[src/rtl/assert_macros.svh]
// assertion macros shared by the rtl
`ifndef ASSERT_MACROS_SVH
`define ASSERT_MACROS_SVH

// expression holds at every clock edge out of reset
`define ASSERT_ALWAYS(label, expr, msg) \
	label: assert property (@(posedge clk) disable iff (!arst_n) (expr)) else $error(msg);

// consequent holds whenever the antecedent holds
`define ASSERT_IMPLIES(label, cond, expr, msg) \
	label: assert property (@(posedge clk) disable iff (!arst_n) (cond) |-> (expr)) else $error(msg);

`endif

[src/rtl/rotc_ram.sv]
// generic single write port ram with registered read
`default_nettype none

module rotc_ram #(
	parameter int unsigned WIDTH = 8,
	parameter int unsigned DEPTH = 16
) (
	input  wire logic                                      clk,
	input  wire logic                                      we,
	input  wire logic [((DEPTH > 1) ? $clog2(DEPTH) : 1)-1:0] waddr,
	input  wire logic [WIDTH-1:0]                          wdata,
	input  wire logic                                      re,
	input  wire logic [((DEPTH > 1) ? $clog2(DEPTH) : 1)-1:0] raddr,
	output logic      [WIDTH-1:0]                          rdata
);

	logic [WIDTH-1:0] mem [DEPTH];

	always_ff @(posedge clk) begin
		if (we) begin
			mem[waddr] <= wdata;
		end
		if (re) begin
			rdata <= mem[raddr];
		end
	end

endmodule

`default_nettype wire

[config.mk]
export PLATFORM = sky130hd
export DESIGN_NAME = rotc_ram
export DESIGN_NICKNAME = d
export VERILOG_FILES = /design/src/rtl/assert_macros.svh /design/src/rtl/rotc_ram.sv
export SDC_FILE = /design/constraint.sdc
export NUM_CORES = 1
export LEC_CHECK = 0
export BUFFER_PORTS_ARGS = -buffer_cell sky130_fd_sc_hd__buf_2
export CAP_MARGIN = 20
export CORE_ASPECT_RATIO = 1.4
export CORE_MARGIN = 3
export CORE_UTILIZATION = 56
export DETAILED_ROUTE_END_ITERATION = 7
export GPL_TIMING_DRIVEN = 0
export PLACE_DENSITY = 0.71
export SYNTH_ARGS = -nofsm -noshare
export SYNTH_HDL_FRONTEND = slang
export SYNTH_SLANG_ARGS = --single-unit
[constraint.sdc]
create_clock -name clk -period 2.3 [get_ports clk]
set_input_delay 0.46 -clock clk [delete_from_list [all_inputs] [get_ports clk]]
set_output_delay 0.46 -clock clk [all_outputs]
set_load 0.02 [all_outputs]
Word level (Yosys, flattened, before mapping)
Memory sizes are Yosys's and may differ from the RTL's. A register that Yosys moved wholly into a read port is not among the register bits. Index checks and enable logic that the tools add are counted.

Bits in registers: 0. Bits in writable memories: 128. Input port bits: 19. Output and inout bits: 8. Word-level logic and storage cells: 3. Memories: 1.

Memory list: mem (depth 16, bits a word 8, read ports 1, clocked after memory_dff 1, wr ports 1, RTL line rotc_ram.sv:17) `logic [WIDTH-1:0] mem [DEPTH];`.

Mux-type cells: 2.

Operators by type and width (count): $mux W1 (2).

Logic depth before layout (Yosys ltp)
Word-level depth: 2. Gate-level depth with buffers: 5. Depth with buffers taken out: 3.

Least setup slack after synthesis
Ideal clock, no wire load.

Path type: input to register. Start: in waddr[2] in the netlist's numbering. End: mem mem[0][0] (enable). Setup time: 383 ps. Arrival: 1570 ps. Data required time: 1917 ps. Setup slack: 347 ps. Stages on the path: 2. Path buffers: 0. Cells stage by stage: or3b_2 nor3_1.

RTL lines: from (decl) (RTL line rotc_ram.sv:10) `input wire logic [((DEPTH > 1) ? $clog2(DEPTH) : 1)-1:0] waddr,`; to (decl) (RTL line rotc_ram.sv:17).

No word-level cell before the write port.

Worst setup path after layout
Start: in waddr[2] in the netlist's numbering. End: mem mem[0][4] (enable).

No word-level cell before the write port.

==> results by group <==
Worst hold path
  • Worst hold endpoint: rdata[5]
  • Hold Path Class: in -> reg
  • Hold Crit Depth: 1
  • Min-delay src: re

Clock network
  • CTS Buf Count: 17
  • Clock-pin slew on the worst setup and hold paths: 60 ps
  • Clock latency on the worst-skew pair: 410 ps
  • CTS Hold Buffers Added: 0
  • Root Buffer: clkbuf_16
  • PostCTS Resize Cnt: 0
  • Sink Count: 136
  • CTS tree: yes
  • Post-CTS Setup Bufs: 0
  • Clk buf depth: 2
  • # H-tree levels: 4

Timing
  • F_max: 0.5608 GHz
  • Hold Fails Final Rpt: 0
  • Slew Limit Fails: 0
  • Min Tclk post-route: roughly 1800 ps
  • Worst slew pin tran: about 800 ps
  • Setup repair after global routing missed its margin: no
  • Fin crit share: 77.53%
  • Final Skew: ~4.8 ps
  • Relative slew slack: 46.09%
  • Final setup viols: 0

Die
  • Die area: 0.01055 mm²
  • Std-Cell Rows: 41
  • Core Region: 0.009080 mm²
  • Initial Util: a little under three fifths
  • Die width: 87.66 µm
  • Die Span Y: 120.3 µm
  • I/O pin total: 27

GRT
  • Pin count of the biggest net entering global routing: 17
  • Global Route Usage Sum: 20.06%
  • Initial antenna violation count: 0
  • Vias in the first global route: 2469
  • Global route total overflow: 0
  • First-pass GRT wire length: 14200 µm

Worst setup path
  • CP Max Fanout: 5
  • Delay-heaviest family, CP: simple AND/OR/NAND/NOR gates
  • Cell Chain, Critical Path: buf_2, or3b_2, nor3_1, buf_4
  • Worst Setup Start Kind: primary input
  • Slowest CP cell: nor3_1
  • Worst EP required: 2420 ps
  • R2R Path End: rdata[2]
  • Reg2Reg Depth: 3
  • Setup CP Type: in -> reg
  • Reg2reg setup slack: about 700 ps
  • Max incr delay on CP: 530 ps
  • WP data arrival: 1900 ps
  • RR Startpoint: mem[1][2]
  • CP bufs+invs: 2
  • Critical Path End Type: register

Synth
  • Yosys cell types: 18
  • Ys Warns: 0
  • Yosys reg bits: 136
  • Post-synth top area share: 78.12%
  • Yosys top cell by area: edfxtp_1
  • Syn_nets: 248
  • Post-synth top cells: edfxtp_1 (136), mux4_2 (18), a22oi_1 (16)
  • Most common cell in the netlist: edfxtp_1
  • Mean Syn Cell Area: between 20 and 25 µm²
  • Post-synthesis sequential area ratio: 78.12%
  • Post-Syn Area: 0.005228 mm²
  • Dominant cells by area after synthesis: edfxtp_1 (78%), mux4_2 (7.8%), mux4_1 (7.0%)
  • Ys async rst share: 0%
  • Post-synth EDFFs: ~140
  • Main synth FF type: edfxtp_1
  • Synth Instances: 229

Finish
  • Layout Utilization: about 68%
  • Fin nets: 296
  • Ratio of cells with drive above 1 in the final layout: 30.69%
  • Layout Cells excl Fill: roughly 400
  • Ant diodes: 0
  • Sequential cell area: 0.004084 mm²
  • Layout fillers: about 560
  • Multi-input gate area: approximately 0.0011 mm²
  • Area growth from synthesis to layout: 17.66%

Detailed routing
  • Via count: 2396
  • Routed WL: approximately 9500 µm
  • Drt drc: 0
  • DR pass1 iterations: 4
  • Remaining antenna violation count after routing: 0
  • Vias per inst: just over 6
  • 1st-iter DRT viols: 161
  • DR WL/cell: 23.95 µm

Power
  • PnR Total Power: 0.005919 W
  • IR drop worst, VDD: 709.6 µV
  • Pwr Density: between 900 and 1000 mW/mm²
  • Leakage: approximately 2.1 nW

Place
  • Dpl cells: 365
  • Placed wire-length estimate: 6176 µm
  • Port Buffers: 25
  • Gpl congestion: 0.8206

Flow run
  • Max cap viols: 0

Run status
  • Status: complete, no violations
==> logic make-up after synthesis <==
kind of cell,count (synthesis),synth area share [%]
flops,136,78.12
simple gates,35,3.136
mux,32,14.79
compound gates,16,2.298
buf+inv,10,1.651
==> layout by cell type, fill, tap and decap left out, types with 5 or more instances in the layout <==
master,n
a22oi_1,16
buf_2,28
buf_4,5
bufinv_16,5
clkbuf_16,17
clkinv_2,5
edfxtp_1,136
mux4_1,14
mux4_2,18
nand2_1,9
nor2_1,13
==> cell type report <==
| type | instances | share of cell area (%) |
|---|---|---|
| Tap cell | 107 | 2.177 |
| Sequential cell | 136 | 66.40 |
| Multi-Input combinational cell | 83 | 17.19 |
| Clock inverter | 14 | 3.336 |
| Buffer | 10 | 1.404 |
| Timing Repair Buffer | 29 | 2.522 |
| Clock buffer | 18 | 6.977 |
==> metrics by stage <==
stage	setup slack [ps]	cell area, µm²	TNS (ps)	hold WS (ps)
6_report	516.9	6151	0	386.1
5_1_grt	489.9	6151	0	381.7
4_1_cts	497.4	6151	0	372.7
3_5_place_dp	68.30	5517	0	754.4
3_3_place_gp	-215.8	5487	-1723	730.0
2_1_floorplan	347.1	5228	0	558.9
==> sequential cells by signal, summed over array words and instances (netlist names) <==
| register | flops |
|---|---|
| mem | 128 |
| rdata | 8 |
==> worst max-delay path by stage <==
stage,from,end,slack [ps],cells after the start
after floorplan,waddr[2],mem[0][0],350,2
after global placement,waddr[2],mem[0][2],-220,3
after detailed placement,waddr[2],mem[0][3],70,4
after CTS,waddr[2],mem[0][4],500,4
after global routing,we,mem[0][4],490,4
final,waddr[2],mem[0][4],520,4
==> report_power, final <==
group	internal, W	switching, W	total (W)
Sequential	0.00279	0.0000115	0.00281
Combinational	0.000109	0.000164	0.000273
Clock	0.00191	0.000932	0.00284
==> per-layer routing <==
layer	up-vias	share of wire (%)	global-route usage, %
li1	1079	-	-
met1	1215	40	25.55
met2	86	52	31.46
met3	16	4.7	5.930
met4	0	2.7	9.789
met5	-	0	0
Power figures use the tool's default switching activity.
