`src/rtl/assert_macros.svh`:
```
// assertion macros shared by the rtl
`ifndef ASSERT_MACROS_SVH
`define ASSERT_MACROS_SVH

// expression holds at every clock edge out of reset
`define ASSERT_ALWAYS(label, expr, msg) \
	label: assert property (@(posedge clk) disable iff (!arst_n) (expr)) else $error(msg);

// consequent holds whenever the antecedent holds
`define ASSERT_IMPLIES(label, cond, expr, msg) \
	label: assert property (@(posedge clk) disable iff (!arst_n) (cond) |-> (expr)) else $error(msg);

`endif

```
`src/rtl/rotc_pkg.sv`:
```
// types and constants of the rectangle obstacle table check unit
`default_nettype none

package rotc_pkg;

	localparam int MAX_BOXES = 1024;
	localparam int AW = (MAX_BOXES > 1) ? $clog2(MAX_BOXES) : 1;
	localparam int CW = $clog2(MAX_BOXES + 1);

	localparam logic signed [15:0] MAP_X_MIN_RST = -16'sd25600;
	localparam logic signed [15:0] MAP_X_MAX_RST = 16'sd25600;
	localparam logic signed [15:0] MAP_Y_MIN_RST = -16'sd25600;
	localparam logic signed [15:0] MAP_Y_MAX_RST = 16'sd25600;
	localparam logic [31:0] RANGE_SQ_RST = 32'd262144;

	typedef enum logic [2:0] {
		FN_ADD_KNOWN   = 3'd0,
		FN_ADD_UNKNOWN = 3'd1,
		FN_DETECT      = 3'd2,
		FN_CHECK_KNOWN = 3'd3,
		FN_CHECK_REAL  = 3'd4,
		FN_REVEAL      = 3'd5
	} func_t;

	typedef enum logic [2:0] {
		REG_X_MIN    = 3'd0,
		REG_X_MAX    = 3'd1,
		REG_Y_MIN    = 3'd2,
		REG_Y_MAX    = 3'd3,
		REG_RANGE_SQ = 3'd4
	} cfg_reg_t;

	typedef enum logic [2:0] {
		ST_IDLE,
		ST_ADD,
		ST_RD,
		ST_EX,
		ST_EY,
		ST_EC,
		ST_FIN
	} state_t;

	typedef struct packed {
		logic               known;
		logic [14:0]        span_y;
		logic [14:0]        span_x;
		logic signed [15:0] bottom;
		logic signed [15:0] left;
	} box_t;

	localparam int BOX_W = $bits(box_t);

	typedef struct packed {
		logic sq_en;
		logic sel_y;
		logic acc_en;
	} eval_ctl_t;

endpackage

`default_nettype wire

```
`src/rtl/rotc_eval.sv`:
```
// shared box evaluation unit: edge gap, registered square, sum and compares
`default_nettype none

module rotc_eval import rotc_pkg::*; (
	input  wire logic               clk,
	input  wire eval_ctl_t          ctl,
	input  wire logic signed [15:0] pos_x,
	input  wire logic signed [15:0] pos_y,
	input  wire box_t               box,
	input  wire logic [31:0]        range_sq,
	output logic                    in_box,
	output logic                    below
);

	logic signed [17:0] px, py, lo_x, hi_x, lo_y, hi_y;
	logic signed [17:0] p_sel, lo_sel, hi_sel, d_lo, d_hi;
	logic [15:0] gap;
	logic [31:0] sq_q, acc_q;
	logic [32:0] dist_sum;

	always_comb begin
		px = {{2{pos_x[15]}}, pos_x};
		py = {{2{pos_y[15]}}, pos_y};
		lo_x = {{2{box.left[15]}}, box.left};
		lo_y = {{2{box.bottom[15]}}, box.bottom};
		hi_x = lo_x + $signed({3'b000, box.span_x});
		hi_y = lo_y + $signed({3'b000, box.span_y});
		in_box = (px > lo_x) && (px < hi_x) && (py > lo_y) && (py < hi_y);

		p_sel = ctl.sel_y ? py : px;
		lo_sel = ctl.sel_y ? lo_y : lo_x;
		hi_sel = ctl.sel_y ? hi_y : hi_x;
		d_lo = lo_sel - p_sel;
		d_hi = p_sel - hi_sel;
		if (d_lo > 18'sd0) begin
			gap = d_lo[15:0];
		end else if (d_hi > 18'sd0) begin
			gap = d_hi[15:0];
		end else begin
			gap = 16'd0;
		end

		dist_sum = {1'b0, acc_q} + {1'b0, sq_q};
		below = dist_sum < {1'b0, range_sq};
	end

	always_ff @(posedge clk) begin
		if (ctl.sq_en) begin
			sq_q <= gap * gap;
		end
		if (ctl.acc_en) begin
			acc_q <= sq_q;
		end
	end

endmodule

`default_nettype wire
```
`config.mk`:
```
export PLATFORM = sky130hd
export DESIGN_NAME = rotc_eval
export DESIGN_NICKNAME = d
export VERILOG_FILES = /design/src/rtl/assert_macros.svh /design/src/rtl/rotc_pkg.sv /design/src/rtl/rotc_eval.sv
export SDC_FILE = /design/constraint.sdc
export NUM_CORES = 1
export LEC_CHECK = 0
export BUFFER_PORTS_ARGS = -buffer_cell sky130_fd_sc_hd__buf_2
export CORE_MARGIN = 2
export CORE_UTILIZATION = 55
export DETAILED_ROUTE_END_ITERATION = 7
export PLACE_DENSITY = 0.79
export SLEW_MARGIN = 20
export SYNTH_ARGS = -nofsm -noshare
export SYNTH_HDL_FRONTEND = slang
export SYNTH_SLANG_ARGS = --single-unit
export TNS_END_PERCENT = 30
```
`constraint.sdc`:
```
create_clock -name clk -period 11.45 [get_ports clk]
set_input_delay 0.5725 -clock clk [delete_from_list [all_inputs] [get_ports clk]]
set_output_delay 0.5725 -clock clk [all_outputs]
set_load 0.02 [all_outputs]
```
* After elaboration in Yosys (flattened, before gate mapping)
Cells that the tools add are included.
** Storage, ports and cells
- Bits in registers :: 64
- Bits in latches :: 0
- RAM bits :: 0
- Memory bits (read-only) :: 0
- Bits of input ports :: 131
- Memories kept :: 0
** Operators by class
- $add $sub $neg :: 5
- Multipliers :: 1
- Div/mod/pow operators :: 0
- Magnitude comparators :: 7
- Equal/unequal tests :: 0
- Shifts and indexed selects :: 0
- Mux-type cells :: 5
- Bitwise gates (word level) :: 0
- Reductions and logical operators :: 3
** Operators with widths (number)
- 18-bit two-way mux :: 3
- 18-bit by 1-bit greater-than comparator with 1-bit output, second input constant :: 2
- 18-bit subtractor :: 2
- 16-bit by 16-bit adder with 17-bit output :: 2
- 16-bit by 17-bit < comparator with 1-bit output :: 2
- 32-bit by 32-bit adder with 33-bit output :: 1
- 33-bit by 32-bit < comparator with 1-bit output :: 1
- 16-bit greater-than comparator :: 2
- 16-bit by 16-bit multiplier with 32-bit output :: 1
- 16-bit two-way mux :: 2
- 1-bit logical AND :: 3

* Depth between registers and ports, before layout
- Depth after elaboration :: 7
- Depth in mapped cells :: 51

* Least setup slack after synthesis
OpenSTA, ideal clock, no wires.
- Path type :: input port to flip-flop
- Start point :: input box[16] (netlist name)
- End point :: register sq_q[28] (data pin)
- Setup time :: 0.258 ns
- Arrival time :: 10.929 ns
- Setup slack :: 0.264 ns
- Stages :: 47
- Buffers on the path :: 2
- Cells stage by stage :: ha_1 > fa_1 > a21o_1 > a21oi_1 > o21bai_1 > a21oi_1 > nor2b_1 > o2111ai_1 > nand3_1 > o41ai_1 > o21ai_0 > xnor2_1 > mux2_2 > ha_1 > a21o_1 > or3_1 > o21ai_0 > a21oi_1 > [11 not listed] > fa_1 > fa_1 > fa_1 > inv_1 > fa_1 > inv_1 > ha_1 > a21o_1 > a21o_1 > a21o_1 > a21o_1 > a21oi_1 > o31ai_1 > a2111o_1 > a21oi_1 > o21bai_1 > a21oi_1 > xnor2_1
** On the way
- Cells in the longest elaborated chain, start to end :: 7
- Elaborated cells on any way between the ends :: 10
- Classes of those cells :: add/sub (3); mul (1); order compare (2); mux (4)
** RTL lines
- start, declared :: RTL line rotc_eval.sv:9 : input wire box_t box,
- 16-bit by 16-bit adder with 17-bit output :: RTL line rotc_eval.sv:27 : hi_y = lo_y + $signed({3'b000, box.span_y});
- 18-bit two-way mux :: RTL line rotc_eval.sv:32 : hi_sel = ctl.sel_y ? hi_y : hi_x;
- 18-bit subtractor :: RTL line rotc_eval.sv:34 : d_hi = p_sel - hi_sel;
- 18-bit by 1-bit greater-than comparator with 1-bit output :: RTL line rotc_eval.sv:37 : end else if (d_hi > 18'sd0) begin
- 16-bit two-way mux :: RTL line rotc_eval.sv:37
- 16-bit two-way mux * :: RTL line rotc_eval.sv:35 : if (d_lo > 18'sd0) begin
- 16-bit by 16-bit multiplier with 32-bit output * :: RTL line rotc_eval.sv:49 : sq_q <= gap * gap;
- end signal, assigned :: RTL line rotc_eval.sv:49
- end, declared :: RTL line rotc_eval.sv:18 : logic [31:0] sq_q, acc_q;
Mark *: on every way between the ends. The rest lies on a longest branch, timed or not.
A chain may end at the register's enable or synchronous reset.

* Worst setup path in the final report
Ends and elaborated chain as after synthesis.

==> impl_results.md <==
* Clk_skew at around 0.0055 ns
* Routability cong. at 0.904
* Worst Tran Pin Value at 0.769 ns
* Final Hold Vio Count at 0
* Post-synth top area share at 0.219
* YS warnings at 0
* Clock buffer depth at 2
* Die Wd at ~180 um
* Initial antenna violation count at 0
* Clock root buffer: clkbuf_16
* CTS tree: built
* Via-per-instance ratio at between 5 and 6
* Worst-path clk slew at about 0.06 ns
* Final critical-path required period at ~11 ns
* Ant diodes at 0
* Max Clk Rate at between 0.09 and 0.1 GHz
* Avg Inst Size Synth at ~8.9 um2
* IO Pins at about 130
* Commonest non-fill, non-tap cell in the layout: inv_1
* CP startpoint kind: primary input
* Final Core Density at 0.631
* Grt ovf at 0
* CP max stage delay at around 0.56 ns
* Worst slew margin at 0.481
* Final setup violating endpoints at 0
* CP required at ~12 ns
* Tot GR Track Use at 0.260
* Reg area at 1860 um2
* Max-slew violation count at 0
* Syn_nets at approximately 2,400
* Vias at 13,850
* Post-synth top area cell: ha_1
* CTS sink count at 62
* Buffers on Ports at 131
* Critical Path Most Common Cell: fa_1
* Initial Util at 0.555
* Maxcap violations at 0
* Nets at 2,655
* Synth top area cells: ha_1 22%, fa_1 21%, edfxtp_1 11%, inv_1 7.7%, xnor2_1 3.6%
* Drt drc at 0
* WL/cell at around 16 um
* Layout area overhead at 13.7%
* TritonRoute pass-1 iters at 5
* Die Ht at 176 um
* Post-CTS Hold Buffers at 0
* WS Path Type: in -> reg
* Hpwl dp at ~33 mm
* TritonCTS buffer count at 9
* Dominant synthesized flop cell: edfxtp_1
* Slowest stage cell on the critical path: fa_1
* Crit path capture type: flip-flop
* Cell variety after synth at 77
* Vias in the first global route at about 15,000
* Area of the multi-input gates at ~13,000 um2
* Crit-path max FO at 7
* Most frequent cells in the layout: 334 x inv_1, 286 x ha_1, 169 x fa_1, 146 x nand2_1, 131 x buf_2
* Synth Register Bits at 62
* Pre-CTS WS at -0.344 ns
* Core Area at between 20,000 and 30,000 um2
* Synth async-reset ratio at 0
* Register area share after synthesis at 0.114
* H-tree Lvls at 3
* Setup TNS at 0 ns
* Drt first-iter violations at 1,007
* First-pass GRT wire length at 66.4 mm
* Die ar. at roughly 31,000 um2
* Row count at 63
* Total wire length at between 30 and 40 mm
* Outcome: finished clean
* HP Class: reg -> reg
* Later-pin clock latency in the skew report at ~0.33 ns
* Synthesized cell area at 16,400 um2
* Final WS setup at around 0.5 ns
* Worst EP arrival at 11.03 ns
* Final period utilization at 0.956
* Layout cells sized above 1 at 0.162
* Gate Count Post-Synth at between 1,500 and 2,000
* Routed Antenna Nets at 0
* Number of synthesized flops with an enable pin at 62
* Largest net degree at the start of global routing at 52
* Fillcell total at between 2,000 and 2,500
-- worst max-delay path: cells and delay by family --
kind            cells  cell delay (ns)
xor+xnor            3             0.42
mux                 1             0.28
compound gates     22             3.86
fa+ha+maj          10             4.40
simple gates        5             0.93
buf+inv             6             0.57
-- synthesized netlist by cell type, types with 4 or more instances --
cell,n
nor4_1,5
xor2_1,37
or3_1,12
o21ai_0,68
a211o_1,6
fa_1,169
inv_2,4
o31ai_4,5
a31oi_1,11
ha_1,286
o211ai_1,8
mux2_2,31
a211oi_1,13
a41oi_1,4
a31o_2,5
and2_1,52
o21a_1,24
edfxtp_1,62
buf_6,4
xnor2_1,67
nand3_1,24
nand4_1,18
nand2b_1,22
and3_1,13
nand2_1,147
a21o_1,66
buf_4,6
nor2_1,85
o21bai_1,13
inv_1,334
clkbuf_1,13
a21oi_1,87
nor3_1,28
o2111ai_1,6
nor2b_1,31
buf_2,9
-- routing by layer --
metal,track usage,share of wire
met5,0,0
met4,0.0854,0.029
met1,0.318,0.42
met2,0.480,0.51
met3,0.0220,0.047
-- final cells by class --
cell class,count,share of cell area
repair buffers,245,0.0823
flip-flops and latches,62,0.100
clock buffers,9,0.0121
inverters,338,0.0682
multi-input cells,1413,0.707
well taps,390,0.0262
clock inverters,7,0.00390
-- registers in the layout, indices dropped and copies added, names as in the netlist --
signal	cells
sq_q	31
acc_q	31
-- logic make-up after synthesis --
logic type / after synthesis / share of synthesized area
AND/OR/NAND/NOR: 460 / 0.140
adder cells (fa/ha/maj): 455 / 0.425
buffers and inverters: 371 / 0.0890
AO/OA/AOI/OAI: 359 / 0.153
XOR/XNOR: 104 / 0.0557
flip-flops: 62 / 0.114
multiplexers: 34 / 0.0239
-- through the flow --
step / hold WS [ns] / std cells / cell area (um2)
finish: 0.462 / 2464 / 18600
global route: 0.474 / 2464 / 18600
CTS: 0.465 / 2456 / 18400
detailed placement: 0.453 / 2440 / 18100
global placement: 0.446 / 2440 / 18100
floorplan: 0.433 / 1845 / 16400
-- final timing paths --
path                            startpoint        end  slack, ns  cells after the start
worst min-delay path               sq_q[3]   acc_q[3]       0.46                      0
worst max-delay path               box[16]   sq_q[28]       0.50                     47
worst max register to register    sq_q[26]  acc_q[26]      10.73                      0
worst min register to register     sq_q[3]   acc_q[3]       0.46                      0
-- repair_timing --
item	CTS	global route
gates resized for setup	1	24
setup endpoints to repair	1	17
cloned	0	1
pin swaps	0	12
buffers inserted	0	7
Power is left out: the tool's default activity adds up to more than one toggle a clock period on the data nets, which glitch-free logic cannot reach.
